`config.mk`:
```
export PLATFORM = sky130hd
export DESIGN_NAME = mpcd_cell
export DESIGN_NICKNAME = d
export VERILOG_FILES = /design/src/mod_pattern_cell_decoder_macros.svh /design/src/mpcd_pkg.sv /design/src/mpcd_cell.sv
export SDC_FILE = /design/constraint.sdc
export NUM_CORES = 1
export LEC_CHECK = 0
export BUFFER_PORTS_ARGS = -buffer_cell sky130_fd_sc_hd__clkbuf_2
export CAP_MARGIN = 20
export CELL_PAD_IN_SITES_DETAIL_PLACEMENT = 1
export CELL_PAD_IN_SITES_GLOBAL_PLACEMENT = 1
export CORE_MARGIN = 2
export CORE_UTILIZATION = 30
export DETAILED_ROUTE_END_ITERATION = 16
export PLACE_DENSITY_LB_ADDON = 0.15
export SLEW_MARGIN = 25
export SYNTH_ARGS = -nofsm -noshare
export SYNTH_HDL_FRONTEND = slang
export SYNTH_SLANG_ARGS = --single-unit
```
`constraint.sdc`:
```
create_clock -name clock -period 1.4 [get_ports clock]
set_clock_uncertainty 0.1 [all_clocks]
set_input_delay 0 -clock clock [delete_from_list [all_inputs] [get_ports clock]]
set_output_delay 0 -clock clock [all_outputs]
set_load 0.03 [all_outputs]
```
`src/mod_pattern_cell_decoder_macros.svh`:
```
// Assertion macros shared by the decoder RTL.
`ifndef MOD_PATTERN_CELL_DECODER_MACROS_SVH
`define MOD_PATTERN_CELL_DECODER_MACROS_SVH

// Check an implication on every rising clock edge outside reset.
`define MPCD_ASSERT_IMPL(lbl, ante, cons, msg) \
   lbl: assert property (@(posedge clock) disable iff (reset) (ante) |-> (cons)) \
      else $error(msg);

// Check a next-cycle implication on every rising clock edge outside reset.
`define MPCD_ASSERT_NEXT(lbl, ante, cons, msg) \
   lbl: assert property (@(posedge clock) disable iff (reset) (ante) |=> (cons)) \
      else $error(msg);

`endif

```
`src/mpcd_pkg.sv`:
```
package mpcd_pkg;

   localparam int FULL_TABLE      = 84;
   localparam int TABLE_NOTES_DEF = 84;
   localparam int NOTE_W          = 7;
   localparam int PERIOD_W        = 12;
   localparam int INSTR_W         = 8;
   localparam int EFFECT_W        = 4;
   localparam int ARG_W           = 8;
   localparam int REQ_DATA_W      = 32;
   localparam int RSP_DATA_W      = 40;

   // Periods for seven octaves of twelve semitones, lowest octave first.
   localparam logic [PERIOD_W-1:0] NOTE_PERIODS [FULL_TABLE] = '{
      12'd1712, 12'd1616, 12'd1525, 12'd1440, 12'd1357, 12'd1281,
      12'd1209, 12'd1141, 12'd1077, 12'd1017, 12'd960,  12'd907,
      12'd856,  12'd808,  12'd762,  12'd720,  12'd678,  12'd640,
      12'd604,  12'd570,  12'd538,  12'd508,  12'd480,  12'd453,
      12'd428,  12'd404,  12'd381,  12'd360,  12'd339,  12'd320,
      12'd302,  12'd285,  12'd269,  12'd254,  12'd240,  12'd226,
      12'd214,  12'd202,  12'd190,  12'd180,  12'd170,  12'd160,
      12'd151,  12'd143,  12'd135,  12'd127,  12'd120,  12'd113,
      12'd107,  12'd101,  12'd95,   12'd90,   12'd85,   12'd80,
      12'd75,   12'd71,   12'd67,   12'd63,   12'd60,   12'd56,
      12'd53,   12'd50,   12'd47,   12'd45,   12'd42,   12'd40,
      12'd37,   12'd35,   12'd33,   12'd31,   12'd30,   12'd28,
      12'd27,   12'd25,   12'd24,   12'd22,   12'd21,   12'd20,
      12'd19,   12'd18,   12'd17,   12'd16,   12'd15,   12'd14
   };

   // What one cell hands to its neighbor.
   typedef struct packed {
      logic [PERIOD_W-1:0] period;
      logic [INSTR_W-1:0]  instrument;
      logic [EFFECT_W-1:0] effect;
      logic [ARG_W-1:0]    argument;
      logic [PERIOD_W-1:0] best_gap;
      logic [NOTE_W-1:0]   best_note;
   } stage_type;

endpackage

```
`src/mpcd_cell.sv`:
```
module mpcd_cell #(
   parameter int INDEX = 0
) (
   input  logic               clock,
   input  logic               reset,
   input  logic               advance,
   input  logic               in_valid,
   input  mpcd_pkg::stage_type in_stage,
   output logic               out_valid,
   output mpcd_pkg::stage_type out_stage
);

   localparam logic [mpcd_pkg::PERIOD_W-1:0] ENTRY = mpcd_pkg::NOTE_PERIODS[INDEX];
   localparam logic [mpcd_pkg::NOTE_W-1:0]   NOTE  = mpcd_pkg::NOTE_W'(INDEX + 1);

   logic                            valid_ff;
   mpcd_pkg::stage_type             stage_ff;
   mpcd_pkg::stage_type             stage_in;
   logic [mpcd_pkg::PERIOD_W-1:0]   gap;

   always_comb begin
      gap = (in_stage.period > ENTRY) ? (in_stage.period - ENTRY)
                                      : (ENTRY - in_stage.period);
      stage_in = in_stage;
      // The first entry always wins; later ones only on a strictly smaller gap.
      if ((INDEX == 0) || (gap < in_stage.best_gap)) begin
         stage_in.best_gap  = gap;
         stage_in.best_note = NOTE;
      end
   end

   always_ff @(posedge clock) begin
      if (reset) begin
         valid_ff <= 1'b0;
      end else if (advance) begin
         valid_ff <= in_valid;
      end
   end

   always_ff @(posedge clock) begin
      if (advance) begin
         stage_ff <= stage_in;
      end
   end

   assign out_valid = valid_ff;
   assign out_stage = stage_ff;

endmodule

```
# Yosys cells after proc, flatten, opt, wreduce, memory -nomap -nowiden

Cells that the tools add are included.

$add $sub $neg: 2
Div/mod/pow operators: 0
Reduce and logical (&&, ||, !) cells: 0
Equality and inequality tests: 0
Multiplexer cells: 1
Shift operators: 0
$mul: 0
$lt $le $gt $ge: 1
Bitwise logic cells: 0

Operators by type and width:

| operator                                                         | number |
|---|---|
| greater-than comparator 12 x 11 -> 1 bit (second input constant) | 1 |
| 2-to-1 mux 12 bit                                                | 1 |
| subtractor 11 x 12 -> 12 bit (first input constant)              | 1 |
| subtractor 12 x 11 -> 12 bit (second input constant)             | 1 |

Word-level logic and storage cells: 10
Input bits: 55
Latch bits: 0
Memories: 0
Output and inout bits: 52
Memory bits (writable): 0
Register bits: 45
Memory bits (read-only): 0

# Longest topological paths before layout

Gate-level depths: netlist of run 1.

Depth in word-level cells: 2
Depth in mapped cells: 7

# Worst setup path before layout of run 1

OpenSTA, ideal clock, no wires.

Path type: input to register
Start point: input port in_stage[39] (netlist name)
End point: register stage_ff, in the netlist out_stage[8], data pin
Arrival time: 1.094 ns
Stages on the path: 6
Required time: 1.040 ns
Path buffers: 1
Slack: -0.054 ns
Cells stage by stage: inv_1 > ha_1 > nor3b_4 > o221ai_2 > buf_6 > mux2_2

Longest elaborated chain between the ends: 2
Elaborated cells on any way between the ends: 4
Those cells by class: add/sub (2); order compare (1); mux (1)

Ends and longest elaborated chain:

| item                                                       | line            | source |
|---|---|---|
| start: declaration                                         | mpcd_cell.sv:8  | `input mpcd_pkg::stage_type in_stage,` |
| subtractor 11 x 12 -> 12 bit, or another cell as far along | mpcd_cell.sv:23 | `: (ENTRY - in_stage.period);` |
| 2-to-1 mux 12 bit (*)                                      | mpcd_cell.sv:22 | `gap = (in_stage.period > ENTRY) ? (in_stage.period - ENTRY)` |
| named net gap, one bit                                     | mpcd_cell.sv:19 | `logic [mpcd_pkg::PERIOD_W-1:0] gap;` |
| end signal: assignment                                     | mpcd_cell.sv:42 | `stage_ff <= stage_in;` |
| end: declaration                                           | mpcd_cell.sv:17 | `mpcd_pkg::stage_type stage_ff;` |

Mark *: on every way through the listed nets, which the timed path passes. The rest lies on a longest branch.
A chain may end at the register's enable or synchronous reset.

# Worst setup path in the final report of run 1

Start point: input port in_stage[39] (netlist name)
End point: register stage_ff, in the netlist out_stage[17], data pin

Same word-level chain as after synthesis.

==> results.toml, run 1 <==
[setup_path]
critPathMaxFanout = 4
crit_required_ps = 1350
worstSetupStartpointType = "input pin"
setup.worst_path.class = "in -> reg"
cp_data_arrival_time_ps = 1200
cp-end-kind = "register"

[finish]
layout-drive-gt1-share_pct = 46.1
syn_to_final_growth_pct = 54.9
num-fill-cells = 628
fin_util_pct = 48.1
final_common_cell = "clkbuf_2"
final_cell_mix = "80 x clkbuf_2, 43 x edfxtp_1, 32 x dlygate4sd3_1"
nNetsFinal = 302
diodes = 0
layoutNonFillerInstCount = 320

[synth]
synth_xor_area_share_pct = 4.29
synth_edf_count = 43
ys_seq_elements = 44
synth_compound_area_share_pct = 7.42
synth_cell_type_count = 32
ys_warn_count = 0
muxShareOfSynthArea_pct = 3.95
synth-simple-area-share_pct = 5.45
synth_top_area_share_pct = 70.3
yosys.area_share.adder_pct = 2.04
ys_dominant_reg_cell = "edfxtp_1"
postSynthAreaPerCell_um2 = 16.3
synthTopCellsByArea = "edfxtp_1 70%, buf_4 3.7%, mux2i_1 2.7%"
syn_inst = 113
synth_top_family_by_area = "compound AO/OA/AOI/OAI gates"
yosys.area.top_type = "edfxtp_1"
synthArstFlopShare_pct = 0
yosysSeqAreaShare_pct = 71.3
synth_area_um2 = 1840

[detailed_routing]
wire_per_inst_um = 13.6
vias = 1368
top_layer = "met4"
via_per_inst = 4.28
drt-met1-wl_um = 1830
drt_wl_total_um = 4340
postRouteAntennaNets = 0
drt_iter0_drc = 62
firstDrtPassIters = 4
wl_met2_um = 2060
drc = 0
routed-wl-met3_um = 384

[die]
initial_core_util_pct = 31.0
rows = 28
dieHeight_um = 82.3
ios = 107
dieArea_um2 = 6770
die_w_um = 82.3
core_um2 = 5920

[timing]
finalSetupViolCount = 0
fmax_ghz = 0.799
tns_ps = 0
finalHoldViolCount = 0
drv_slew = 0
fin_crit_ps = 1250
min_period_over_period_pct = 89.4
rsz0062_at_grt = "no"

[run_status]
status = "completed"

[cts]
clk_latency_ps = 290
post-cts-setup-buffer-count = 0
cts_root_buf = "clkbuf_8"
htreeDepth = 2
cts_tree = "yes"
cts_sinks = 44
clockBufferDepth = 2
clkTransAtPathRegs_ps = 80
cts_resized = 0
numCtsBuffers = 5
hold_buffers = 32

[grt]
grtUsageTotal_pct = 13.2
gr-total-overflow = 0
grt_pass1_vias = 1417
antenna_found_initial = 0
grt_pass1_wl_um = 6640
grt_start_max_net_pins = 45

[power]
vdd_drop_max_mv = 0.476
leakagePower_nw = 1.25
power_density_nw_per_um2 = 1160

[hold_path]
hold_class = "in -> reg"

[placed_design]
gp_congestion = 0.826
portBuffers = 80
place_inst = 280
hpwl_um = 3190

[flow_run]
drv_cap = 0
sequential cells by signal, summed over array words and instances (netlist names):
register / count
out_valid: 1
out_stage: 43
report_power, final:
| part | total [mW] | leakage (nW) | internal, mW | switching (mW) |
|---|---|---|---|---|
| clock | 0.958 | 0.0552 | 0.530 | 0.428 |
| combinational | 0.723 | 0.768 | 0.267 | 0.456 |
| sequential | 1.61 | 0.429 | 1.58 | 0.0311 |
| total | 3.29 | 1.25 | 2.38 | 0.915 |
cell type report:
class / instances / area [um^2] / share of cell area, %
clock buffer: 6 / 72.6 / 2.55
clock inverter: 2 / 35.0 / 1.23
inverter: 4 / 15.0 / 0.527
multi-input combinational: 60 / 458 / 16.1
sequential: 44 / 1310 / 46.1
tap: 75 / 93.8 / 3.30
timing repair buffer: 129 / 861 / 30.2
layer usage:
metal,GRT usage [%],vias to the layer above
li1,-,668
met5,0,-
met3,2.83,6
met4,6.50,0
met2,22.9,60
met1,15.4,634
kinds of logic after synthesis:
family                     count (synthesis)
and+or+nand+nor                           17
buffers and inverters                     14
DFF                                       44
xor gates and xnor gates                   9
other                                      2
muxes                                      7
AOI/OAI and AO/OA                         17
adders and majority gates                  3
critical path: stages:
cell and delay [ps]:
clkbuf_2 90, inv_1 50, ha_2 190, nor3b_4 150, o221ai_2 200, buf_4 190
mux2i_1 240, xor2_1 90
synthesized netlist by cell type, drive strengths merged (2+ instances only):
library cell	count
a21oi	2
xnor2	4
ha	3
o22ai	2
nor2	4
conb	2
mux2	2
o21ai	4
nand2	4
mux2i	5
buf	10
xor2	5
inv	4
edfxtp	43
nand3	3
o21a	2
per-stage QoR:
stage	setup slack (ps)	instance area (um^2)	total power [mW]	hold slack, ps
floorplan	10.0	1860	2.05	-27.6
CTS	122	2850	3.33	10.1
detailed placement	-202	2420	2.30	73.5
finish	148	2850	3.29	16.5
global placement	-144	2420	2.29	57.9
global route	1.16	2850	3.45	19.7
worst paths after layout:
check,startpoint,cells past startpoint,slack (ps),endpoint
hold reg to reg,out_valid$_SDFFE_PP0P_,3,950,out_valid$_SDFFE_PP0P_
setup / recovery,in_stage[39],8,150,out_stage[17]$_DFFE_PP_
hold / removal,in_stage[41],2,20,out_stage[41]$_DFFE_PP_
setup reg to reg,out_valid$_SDFFE_PP0P_,3,150,out_valid$_SDFFE_PP0P_
(Power assumes the default switching activity.)
==> run 2: changes to the inputs <==
--- a/config.mk
+++ b/config.mk
@@ -10,7 +10,7 @@
 export CELL_PAD_IN_SITES_DETAIL_PLACEMENT = 1
 export CELL_PAD_IN_SITES_GLOBAL_PLACEMENT = 1
 export CORE_MARGIN = 2
-export CORE_UTILIZATION = 30
+export CORE_UTILIZATION = 33
 export DETAILED_ROUTE_END_ITERATION = 16
 export PLACE_DENSITY_LB_ADDON = 0.15
 export SLEW_MARGIN = 25
==> constraint.sdc (replaced) <==
create_clock -name clock -period 1.35 [get_ports clock]
set_clock_uncertainty 0.1 [all_clocks]
set_input_delay 0 -clock clock [delete_from_list [all_inputs] [get_ports clock]]
set_output_delay 0 -clock clock [all_outputs]
set_load 0.03 [all_outputs]
==> run 2 against run 1 <==
  * Power up 4.2%
  * Setup slack worse by 69 ps
  * Die area down 8.7%
  * Hold slack worse by 13 ps
  * Clock power up 2%
  * Flip-flop and latch count unchanged
  * Sequential power up 4%
==> results.toml, run 2 (synthesis results as in run 1) <==
[grt]
antenna_found_initial = 0
grt_pass1_vias = 1447
grt_pass1_wl_um = 7020
grt_start_max_net_pins = 45
gr-total-overflow = 0
grtUsageTotal_pct = 14.9

[power]
power_frac_seq_pct = 48.8
power.share.clock_pct = 28.4
leakagePower_nw = 1.27
total_power_mw = 3.43
switching_share_pct = 27.6
power_density_nw_per_um2 = 1170
vdd_drop_max_mv = 0.405
power.internal_mw = 2.48
power.net_switching_mw = 0.947
power_frac_comb_pct = 22.8

[placed_design]
hpwl_um = 3040
portBuffers = 80
place_ws_ps = -241
place_inst = 280
postPlaceCellArea_um2 = 2480
gp_congestion = 0.795

[setup_path]
critPathSlowestCell = "dlygate4sd3_1"
critPathMaxFanout = 5
critPathTopFamily = "buffers and inverters"
cp.buffers_inverters = 3
path_cells = "clkbuf_2 -> dlygate4sd3_1 -> buf_4 -> nor3_2 -> nor2_1 -> xor2_1"
crit_required_ps = 1290
max_stage_delay_ps = 570
cp_data_arrival_time_ps = 1210
worstSetupStartpointType = "input pin"
setup.worst_path.class = "in -> reg"
cp-end-kind = "register"

[finish]
num-fill-cells = 583
layout-drive-gt1-share_pct = 49.2
layoutNonFillerInstCount = 320
nNetsFinal = 305
diodes = 0
final_area_um2 = 2930
multi_input_area_um2 = 504
largest_reg_flops = 43
final_common_cell = "clkbuf_2"
syn_to_final_growth_pct = 59.2
fin_util_pct = 53.8
regArea_um2 = 1310
final_cell_mix = "80 x clkbuf_2, 43 x edfxtp_1, 32 x dlygate4sd3_1"

[cts]
cts_tree = "yes"
post-cts-setup-buffer-count = 0
clockBufferDepth = 2
clkTransAtPathRegs_ps = 80
numCtsBuffers = 5
clk_latency_ps = 290
htreeDepth = 2
cts_sinks = 44
cts_root_buf = "clkbuf_8"

[run_status]
status = "completed"

[detailed_routing]
drc = 0
drt_wl_total_um = 4540
drt_iter0_drc = 22
via_per_inst = 4.26
firstDrtPassIters = 4
postRouteAntennaNets = 0
vias = 1364
wire_per_inst_um = 14.2

[die]
ios = 107
core_um2 = 5440
dieArea_um2 = 6180
initial_core_util_pct = 33.8
rows = 27
die_w_um = 78.6
dieHeight_um = 78.6

[flow_run]
drv_cap = 0

[timing]
rsz0062_at_grt = "no"
fmax_ghz = 0.787
finalHoldViolCount = 0
fin_ws_ps = 78.8
finalSetupViolCount = 0
whs_ps = 3.65
drv_slew = 0
fin_crit_ps = 1270
tns_ps = 0
min_period_over_period_pct = 94.2

[hold_path]
hold_class = "in -> reg"
## run 2: worst paths after layout
check,slack (ps),to,from,cells after the start
min reg2reg,420,out_valid$_SDFFE_PP0P_,out_valid$_SDFFE_PP0P_,2
min,4,out_stage[43]$_DFFE_PP_,in_stage[43],2
max reg2reg,630,out_valid$_SDFFE_PP0P_,out_valid$_SDFFE_PP0P_,2
max,80,out_stage[10]$_DFFE_PP_,in_stage[41],6
## run 2: power groups by stage
stage	Sequential, mW	Combinational, mW	Clock (mW)
finish	1.67	0.781	0.974
global route	1.68	0.834	1.07
CTS	1.67	0.778	1.01
detailed placement	1.70	0.699	0
global placement	1.70	0.693	0
floorplan	1.96	0.181	0
## run 2: cell type report
| cell class | count | share of cell area (%) |
|---|---|---|
| sequential | 44 | 44.9 |
| tap | 72 | 3.08 |
| timing repair buffer | 132 | 30.2 |
| clock buffer | 6 | 2.48 |
| multi-input combinational | 60 | 17.2 |
| inverter | 4 | 0.941 |
| clock inverter | 2 | 1.20 |
## run 2: what timing repair did
item | CTS | global route
resized for setup | 0 | 4
hold buffers | 32 | 1
endpoints found under the hold margin | 33 | 1
endpoints found under the setup margin | 0 | 4
## run 2: routing by layer
| metal | share of wire (%) | up-vias | track usage (%) | routed length [um] |
|---|---|---|---|---|
| met2 | 51 | 61 | 26.8 | 2300 |
| met3 | 7.1 | 4 | 4.48 | 322 |
| met1 | 41 | 627 | 16.8 | 1880 |
| li1 | - | 672 | - | - |
| met4 | 0.84 | 0 | 4.74 | 38 |
| met5 | 0 | - | 0 | 0 |
